### config.mk
export PLATFORM = sky130hd
export DESIGN_NAME = multi_tap_keypad_entry
export DESIGN_NICKNAME = d
export VERILOG_FILES = /design/src/mtk_pkg.sv /design/src/multi_tap_keypad_entry.sv /design/src/mtk_fifo.sv /design/src/mtk_front.sv /design/src/mtk_back.sv
export SDC_FILE = /design/constraint.sdc
export NUM_CORES = 1
export LEC_CHECK = 0
export ABC_AREA = 1
export ABC_CLOCK_PERIOD_IN_PS = 9250
export BUFFER_PORTS_ARGS = -buffer_cell sky130_fd_sc_hd__buf_2
export CAP_MARGIN = 5
export CORE_ASPECT_RATIO = 1.5
export CORE_MARGIN = 2
export CORE_UTILIZATION = 50
export DETAILED_ROUTE_END_ITERATION = 8
export GPL_ROUTABILITY_DRIVEN = 1
export PLACE_DENSITY = 0.69
export REMOVE_ABC_BUFFERS = 1
export SLEW_MARGIN = 5
export SYNTH_ARGS = -nofsm -noshare
export SYNTH_HDL_FRONTEND = slang
export SYNTH_SLANG_ARGS = --single-unit
### constraint.sdc
create_clock -name clk -period 9.25 [get_ports clk]
set_input_delay 0.4625 -clock clk [delete_from_list [all_inputs] [get_ports clk]]
set_output_delay 0.4625 -clock clk [all_outputs]
set_load 0.005 [all_outputs]
### src/mtk_pkg.sv
// Shared types, constants and key tables for the multi-tap keypad entry block.
// No dependencies; every other file in src but mtk_fifo imports this package.
package mtk_pkg;

  localparam int KEY_ROWS    = 4;
  localparam int KEY_COLS    = 3;
  localparam int MAX_TAPS    = 5;
  localparam int KEY_COUNT   = KEY_ROWS * KEY_COLS;
  localparam int QUEUE_DEPTH = 2;

  localparam int MATRIX_W = 12;
  localparam int CHAR_W   = 7;
  localparam int TICK_W   = 16;
  localparam int KEY_W    = 4;
  localparam int POS_W    = 2;
  localparam int TAP_W    = 3;

  localparam logic [TICK_W-1:0] TIMEOUT_RESET = 16'd1000;
  localparam logic [TICK_W-1:0] TICK_MAX      = 16'hFFFF;

  // Characters per key and tap position, key index row*3+col.
  localparam logic [0:KEY_COUNT-1][0:MAX_TAPS-1][CHAR_W-1:0] CHAR_TABLE = '{
    '{7'h31, 7'h00, 7'h00, 7'h00, 7'h00},  // 1
    '{7'h32, 7'h41, 7'h42, 7'h43, 7'h00},  // 2 A B C
    '{7'h33, 7'h44, 7'h45, 7'h46, 7'h00},  // 3 D E F
    '{7'h34, 7'h47, 7'h48, 7'h49, 7'h00},  // 4 G H I
    '{7'h35, 7'h4A, 7'h4B, 7'h4C, 7'h00},  // 5 J K L
    '{7'h36, 7'h4D, 7'h4E, 7'h4F, 7'h00},  // 6 M N O
    '{7'h37, 7'h50, 7'h51, 7'h52, 7'h53},  // 7 P Q R S
    '{7'h38, 7'h54, 7'h55, 7'h56, 7'h00},  // 8 T U V
    '{7'h39, 7'h57, 7'h58, 7'h59, 7'h5A},  // 9 W X Y Z
    '{7'h2A, 7'h00, 7'h00, 7'h00, 7'h00},  // *
    '{7'h30, 7'h20, 7'h7C, 7'h00, 7'h00},  // 0 space bar
    '{7'h23, 7'h00, 7'h00, 7'h00, 7'h00}   // #
  };

  localparam logic [0:KEY_COUNT-1][TAP_W-1:0] MODE_COUNT = '{
    3'd1, 3'd4, 3'd4,
    3'd4, 3'd4, 3'd4,
    3'd5, 3'd4, 3'd5,
    3'd1, 3'd3, 3'd1
  };

  // Classified request passed from the front to the back.
  typedef struct packed {
    logic             found;
    logic [POS_W-1:0] row;
    logic [POS_W-1:0] col;
    logic [KEY_W-1:0] key;
  } pick_t;

  typedef struct packed {
    logic [CHAR_W-1:0] preview_char;
    logic              commit;
    logic [CHAR_W-1:0] commit_char;
  } result_t;

endpackage

### src/multi_tap_keypad_entry.sv
// Multi-tap keypad entry: one matrix snapshot in, one preview/commit result out.
// A request waits in the mid queue; its result waits in the result queue.
// Throughput: one request per cycle while the result queue has room, set by the back end.
// Queues of QUEUE_DEPTH entries part the front, the back and the result side.
// Synchronous reset empties both queues, clears the session and sets the timeout to 1000.
// Depends on mtk_pkg, mtk_front, mtk_fifo and mtk_back.
module multi_tap_keypad_entry
  import mtk_pkg::*;
#(
  parameter int QUEUE_DEPTH_P = QUEUE_DEPTH
) (
  input  logic                clk,
  input  logic                rst,
  input  logic                cfg_valid,
  output logic                cfg_ready,
  input  logic [TICK_W-1:0]   tap_timeout_ticks,
  input  logic                push,
  output logic                full,
  input  logic [MATRIX_W-1:0] key_matrix,
  output logic                empty,
  input  logic                pop,
  output logic [CHAR_W-1:0]   preview_char,
  output logic                commit,
  output logic [CHAR_W-1:0]   commit_char
);

  pick_t   front_pick, mid_pick;
  logic    mid_empty, mid_pop;
  logic    res_full, res_push;
  result_t back_result, res_head;

  assign cfg_ready = 1'b1;

  mtk_front u_front (
    .key_matrix (key_matrix),
    .pick       (front_pick)
  );

  mtk_fifo #(
    .WIDTH ($bits(pick_t)),
    .DEPTH (QUEUE_DEPTH_P)
  ) u_mid_q (
    .clk     (clk),
    .rst     (rst),
    .push    (push),
    .wr_data (front_pick),
    .full    (full),
    .pop     (mid_pop),
    .rd_data (mid_pick),
    .empty   (mid_empty)
  );

  mtk_back u_back (
    .clk        (clk),
    .rst        (rst),
    .cfg_we     (cfg_valid),
    .cfg_data   (tap_timeout_ticks),
    .in_empty   (mid_empty),
    .in_pick    (mid_pick),
    .in_pop     (mid_pop),
    .out_full   (res_full),
    .out_push   (res_push),
    .out_result (back_result)
  );

  mtk_fifo #(
    .WIDTH ($bits(result_t)),
    .DEPTH (QUEUE_DEPTH_P)
  ) u_res_q (
    .clk     (clk),
    .rst     (rst),
    .push    (res_push),
    .wr_data (back_result),
    .full    (res_full),
    .pop     (pop),
    .rd_data (res_head),
    .empty   (empty)
  );

  assign preview_char = res_head.preview_char;
  assign commit       = res_head.commit;
  assign commit_char  = res_head.commit_char;

endmodule

### src/mtk_fifo.sv
// Small synchronous queue of registers, one write and one read port.
// Depends on nothing; used between the front and back and at the result side.
module mtk_fifo #(
  parameter int WIDTH = 8,
  parameter int DEPTH = 2
) (
  input  logic             clk,
  input  logic             rst,
  input  logic             push,
  input  logic [WIDTH-1:0] wr_data,
  output logic             full,
  input  logic             pop,
  output logic [WIDTH-1:0] rd_data,
  output logic             empty
);

  localparam int PTR_W = (DEPTH > 1) ? $clog2(DEPTH) : 1;
  localparam int CNT_W = $clog2(DEPTH + 1);

  logic [WIDTH-1:0] mem [DEPTH];
  logic [PTR_W-1:0] wr_ptr, rd_ptr;
  logic [CNT_W-1:0] count;
  logic             do_push, do_pop;

  assign full    = (count == CNT_W'(DEPTH));
  assign empty   = (count == '0);
  assign do_push = push && !full;
  assign do_pop  = pop && !empty;
  assign rd_data = mem[rd_ptr];

  always_ff @(posedge clk) begin
    if (rst) begin
      wr_ptr <= '0;
      rd_ptr <= '0;
      count  <= '0;
    end else begin
      if (do_push) begin
        wr_ptr <= (wr_ptr == PTR_W'(DEPTH - 1)) ? '0 : wr_ptr + 1'b1;
      end
      if (do_pop) begin
        rd_ptr <= (rd_ptr == PTR_W'(DEPTH - 1)) ? '0 : rd_ptr + 1'b1;
      end
      if (do_push && !do_pop) begin
        count <= count + 1'b1;
      end else if (do_pop && !do_push) begin
        count <= count - 1'b1;
      end
    end
  end

  always_ff @(posedge clk) begin
    if (do_push) begin
      mem[wr_ptr] <= wr_data;
    end
  end

endmodule

### src/mtk_front.sv
// Front end: picks the first pressed key, column by column, row by row.
// Depends on mtk_pkg for the matrix geometry and the pick_t request type.
module mtk_front
  import mtk_pkg::*;
(
  input  logic [MATRIX_W-1:0] key_matrix,
  output pick_t               pick
);

  always_comb begin
    pick = '0;
    for (int c = 0; c < KEY_COLS; c++) begin
      for (int r = 0; r < KEY_ROWS; r++) begin
        if (!pick.found && key_matrix[r * KEY_COLS + c]) begin
          pick.found = 1'b1;
          pick.row   = POS_W'(r);
          pick.col   = POS_W'(c);
          pick.key   = KEY_W'(r * KEY_COLS + c);
        end
      end
    end
  end

endmodule

### src/mtk_back.sv
// Back end: session state, tap cycling, timeout and commit of one request a cycle while not stalled.
// Depends on mtk_pkg for the key tables, pick_t and result_t.
module mtk_back
  import mtk_pkg::*;
(
  input  logic              clk,
  input  logic              rst,
  input  logic              cfg_we,
  input  logic [TICK_W-1:0] cfg_data,
  input  logic              in_empty,
  input  pick_t             in_pick,
  output logic              in_pop,
  input  logic              out_full,
  output logic              out_push,
  output result_t           out_result
);

  logic [TICK_W-1:0] timeout_ticks;
  logic [POS_W-1:0]  last_row, last_row_next;
  logic [POS_W-1:0]  last_col, last_col_next;
  logic              have_last, have_last_next;
  logic [TAP_W-1:0]  tap_index, tap_index_next;
  logic              accept_press, accept_press_next;
  logic [TICK_W-1:0] elapsed, elapsed_next;
  logic [CHAR_W-1:0] shown_char, shown_char_next;

  logic              step;
  logic              committed;
  logic [TAP_W-1:0]  modes;
  logic [TAP_W-1:0]  tap_clamped;
  logic [CHAR_W-1:0] value;
  logic [POS_W-1:0]  sess_row, sess_col;

  assign step     = !in_empty && !out_full;
  assign in_pop   = step;
  assign out_push = step;

  assign modes       = MODE_COUNT[in_pick.key];
  assign tap_clamped = (tap_index >= modes) ? '0 : tap_index;
  assign value       = CHAR_TABLE[in_pick.key][tap_clamped];
  assign sess_row    = have_last ? last_row : in_pick.row;
  assign sess_col    = have_last ? last_col : in_pick.col;

  always_comb begin
    last_row_next     = last_row;
    last_col_next     = last_col;
    have_last_next    = have_last;
    tap_index_next    = tap_index;
    accept_press_next = accept_press;
    elapsed_next      = elapsed;
    shown_char_next   = shown_char;
    committed         = 1'b0;

    if (elapsed >= timeout_ticks) begin
      committed = 1'b1;
    end else if (in_pick.found) begin
      if (accept_press) begin
        if (in_pick.row == sess_row && in_pick.col == sess_col) begin
          last_row_next     = sess_row;
          last_col_next     = sess_col;
          have_last_next    = 1'b1;
          shown_char_next   = value;
          tap_index_next    = (tap_clamped + 1'b1 == modes) ? '0 : tap_clamped + 1'b1;
          elapsed_next      = '0;
          accept_press_next = 1'b0;
        end else begin
          // different key: end the session only
          committed = 1'b1;
        end
      end else begin
        // held key still drops a stale tap index
        tap_index_next = tap_clamped;
      end
    end else begin
      accept_press_next = 1'b1;
    end

    if (committed) begin
      last_row_next     = '0;
      last_col_next     = '0;
      have_last_next    = 1'b0;
      tap_index_next    = '0;
      accept_press_next = 1'b1;
      elapsed_next      = '0;
      shown_char_next   = '0;
    end else if (elapsed_next != TICK_MAX) begin
      elapsed_next = elapsed_next + 1'b1;
    end

    out_result.preview_char = shown_char_next;
    out_result.commit       = committed;
    out_result.commit_char  = committed ? shown_char : '0;
  end

  always_ff @(posedge clk) begin
    if (rst) begin
      timeout_ticks <= TIMEOUT_RESET;
      last_row      <= '0;
      last_col      <= '0;
      have_last     <= 1'b0;
      tap_index     <= '0;
      accept_press  <= 1'b1;
      elapsed       <= '0;
      shown_char    <= '0;
    end else begin
      if (cfg_we) begin
        timeout_ticks <= cfg_data;
      end
      if (step) begin
        last_row     <= last_row_next;
        last_col     <= last_col_next;
        have_last    <= have_last_next;
        tap_index    <= tap_index_next;
        accept_press <= accept_press_next;
        elapsed      <= elapsed_next;
        shown_char   <= shown_char_next;
      end
    end
  end

endmodule

==> impl_results.md <==
* Slew Viols, Final at 0
* Die Width at about 94 um
* Required time worst endpoint at 9.36 ns
* Ys Warns at 0
* CP endpoint kind: flip-flop
* FFs w/ async S/R, synth at 0%
* Final ANT Viol Nets at 0
* GPL Wtd Cong at approximately 0.93
* Post-synth EDFFs at 48
* # diodes at 0
* WL per Instance at roughly 15 um
* CP arrival at approximately 4.7 ns
* Die Ht at ~140 um
* Total Routed Length at between 10 and 15 mm
* Detailed Routing Iterations Pass 1 at 6
* Fin crit share at 49.1%
* Adder-cell area share of the yosys netlist at under 10%
* CP cell instances: inv_2 -> or2_2 -> o21ai_0 -> ha_1 -> nand2_1 -> nor2_1 -> inv_1 -> nand2_2 -> ha_1 -> a21oi_1 -> o211ai_1 -> nor2_2 -> inv_1 -> o21ai_0 -> nor3_1 -> o31ai_1 -> o21ai_1 -> nand2_1 -> inv_1
* R2R setup slack at about 4.7 ns
* Global Route Usage Sum at around a quarter
* Hold Path Sink: u_back.timeout_ticks[6]
* Cell Count, Final, Fillers Out at 966
* Min-delay worst type: in -> reg
* P per Cell Area at 297 nW/um^2
* Initial DRC count at between 150 and 200
* Hpwl dp at about 11 mm
* Slew @ Worst Pin at 0.838 ns
* Initial antenna violation count at 0
* Top-Level Pins at between 50 and 60
* Tmin final at between 4 and 5 ns
* Commonest non-fill, non-tap cells in the layout: nand2_1 (157), inv_1 (94), a21oi_1 (71), nor2_1 (62), dfxtp_1 (58)
* Setup TNS Final at 0 ns
* Worst flop-to-flop path endpoint: u_res_q.mem[1][14]
* Via count of the first global-routing pass at 5217
* Peak VDD IR at between 0.0001 and 0.00015 V
* Buffers added on ports at 49
* Simple-Gate Fraction of Synth Area at ~24%
* Fillers at 1141
* Core Box Area at about 12000 sq um
* Clock transition at path regs at roughly 0.08 ns
* Layout overhead on the synthesized area at 10.6%
* Nets at ~870
* Syn_area_per_cell at between 7 and 8 sq um
* Via count at ~5300
* Remaining Overflow, GRT at 0
* Mux share of post-synthesis cell area at 2.76%
* Initial Util at between 50% and 60%
* Post-CTS sizing at 0
* Placed Cells at 950
* Area taken by multi-input logic gates at around 3000 sq um
* Synth Area in Compound Gates at between 10% and 20%
* Area of the mapped netlist at about 6100 sq um
* Max Fanout on Critical Path at 13
* Clock sink total at 106
* Slowest library cell on the worst path: dfxtp_1
* R2R cell count at 19
* Max H-tree Level at 3
* CP peak stage delay at about 0.57 ns
* Clk_lat worst skew at ~0.36 ns
* Top_reg_cell synth: dfxtp_1
* Leak Pwr at roughly 2.9 nW
* Root buffer cell: clkbuf_16
* Largest family of logic cells by synthesized area: simple AND/OR/NAND/NOR gates
* HP Start: tap_timeout_ticks[6]
* Final hold vios at 0
* Status: complete, no violations
* DIE AREA at between 10000 and 15000 sq um
* Fmax achieved at 220 MHz
* Crit Path Class: reg -> reg
* TritonCTS buffer count at 9
* Critical Path Start Type: flip-flop
* Storage cell area at 2600 sq um
* First-pass GRT wire length at between 20 and 25 mm
* Clock Path Buffers at 2
* Post-Route Utilization at 56.6%
* CP most frequent cell: inv_1
* CTS tree: yes
* Slew HR at ~44%
* Syn Inst Count at a little under 800
* # rows at between 40 and 50
* # hold bufs at CTS at 0
* Unrepaired setup endpoints after global routing: false
* Post-CTS Setup Inserts at 0
* # Max-Cap Violations at 0
* Post-synthesis xor/xnor area fraction at roughly 1.7%
* Synth cell types at 47
* Largest net degree at the start of global routing at 34
* Sequential fraction of the synthesis area at 42.5%
* Register bit total from synthesis at around 110
* Commonest non-fill, non-tap cell in the layout: nand2_1
* # DRC at 0
* Final worst clock skew at 0.0126 ns
* Hold-critical path depth at 3
* Vias per cell at roughly 5.4
* Share of cells above drive strength 1 at ~16%
* Endpoints failing setup at 0
## metrics by stage
stage | worst slack, ns | hold slack [ns] | cell area [sq um] | power (mW)
after floorplan | 5.53 | 0.426 | 5990 | 1.32
after global placement | 4.85 | 0.440 | 6450 | 1.60
after detailed placement | 4.74 | 0.452 | 6450 | 1.62
after CTS | 4.70 | 0.318 | 6770 | 2.03
after global routing | 4.19 | 0.337 | 6770 | 2.16
final | 4.71 | 0.323 | 6770 | 2.01
## how the worst max path moves through the flow
stage / startpoint / endpoint / slack [ns] / cells after the start
after floorplan: flip-flop / u_back.tap_index[1] / 5.53 / 18
after global placement: flip-flop / u_res_q.mem[0][14] / 4.85 / 19
after detailed placement: flip-flop / u_res_q.mem[1][14] / 4.74 / 19
after CTS: flip-flop / u_res_q.mem[1][14] / 4.70 / 19
after global routing: flip-flop / u_res_q.mem[1][14] / 4.19 / 19
final: flip-flop / u_res_q.mem[1][14] / 4.71 / 19
## power by group
| group | switching, mW | total, mW | internal (mW) | leakage, nW |
|---|---|---|---|---|
| clock network | 0.188 | 0.406 | 0.218 | 0.156 |
| logic | 0.626 | 0.914 | 0.288 | 1.80 |
| registers | 0.0590 | 0.694 | 0.635 | 0.927 |
## cell families after synthesis
kind of cell    after synthesis
simple gates                320
compound gates              157
xor+xnor                     12
other cells                   1
flops                       106
fa+ha+maj                    30
buf+inv                     128
mux                          15
## layout make-up
class,count,area share [%]
multi-input combinational,535,44.3
inverter,104,5.77
tap,153,2.83
clock buffer,9,3.33
clock inverter,7,1.37
timing repair buffer,52,3.95
sequential,106,38.4
## per-layer routing
layer / share of wire, % / GRT usage (%) / vias to the layer above / wire (um)
met5: 0 / 0 / - / 0
met4: 4.3 / 12.0 / 0 / 635
met3: 2.6 / 2.87 / 39 / 380
met2: 58 / 47.2 / 114 / 8530
met1: 35 / 21.6 / 2463 / 5150
li1: - / - / 2640 / -
## registers in the layout, indices dropped and copies added (netlist names), 2 cells and up, named ones only
name                  count
u_back.elapsed           16
u_back.last_col           2
u_back.last_row           2
u_back.shown_char         7
u_back.tap_index          3
u_back.timeout_ticks     16
u_mid_q.count             2
u_mid_q.mem              18
u_res_q.count             2
u_res_q.mem              30
## Yosys cell counts, types with 4 or more instances
| cell | number | share of area [%] |
|---|---|---|
| nand2_1 | 157 | 9.6 |
| inv_1 | 94 | 5.8 |
| a21oi_1 | 71 | 5.8 |
| nor2_1 | 62 | 3.8 |
| dfxtp_1 | 58 | 19 |
| o21ai_0 | 54 | 4.4 |
| edfxtp_1 | 48 | 24 |
| nand3_1 | 43 | 3.5 |
| ha_1 | 30 | 6.1 |
| mux2_2 | 15 | 2.8 |
| clkbuf_1 | 14 | 0.86 |
| inv_2 | 9 | 0.55 |
| nand4_1 | 8 | 0.82 |
| nor3_1 | 8 | 0.65 |
| o21ai_1 | 8 | 0.65 |
| xor2_1 | 8 | 1.1 |
| nand2_2 | 7 | 0.72 |
| o211ai_1 | 7 | 0.86 |
| nand3b_1 | 6 | 0.74 |
| nor2_2 | 6 | 0.61 |
| nor2_4 | 6 | 1.1 |
| buf_2 | 4 | 0.33 |
| buf_6 | 4 | 0.74 |
| or2_2 | 4 | 0.41 |
| xnor2_1 | 4 | 0.57 |
## worst max-delay path, delay by kind of cell, from the launching register on
family | cells | cell delay [ns]
AO/OA/AOI/OAI | 6 | 1.31
adder cells (fa/ha/maj) | 2 | 0.66
buffers and inverters | 4 | 0.57
flip-flops | 1 | 0.57
AND/OR/NAND/NOR | 7 | 1.20
Note: power is estimated with default switching activity, not from simulation.
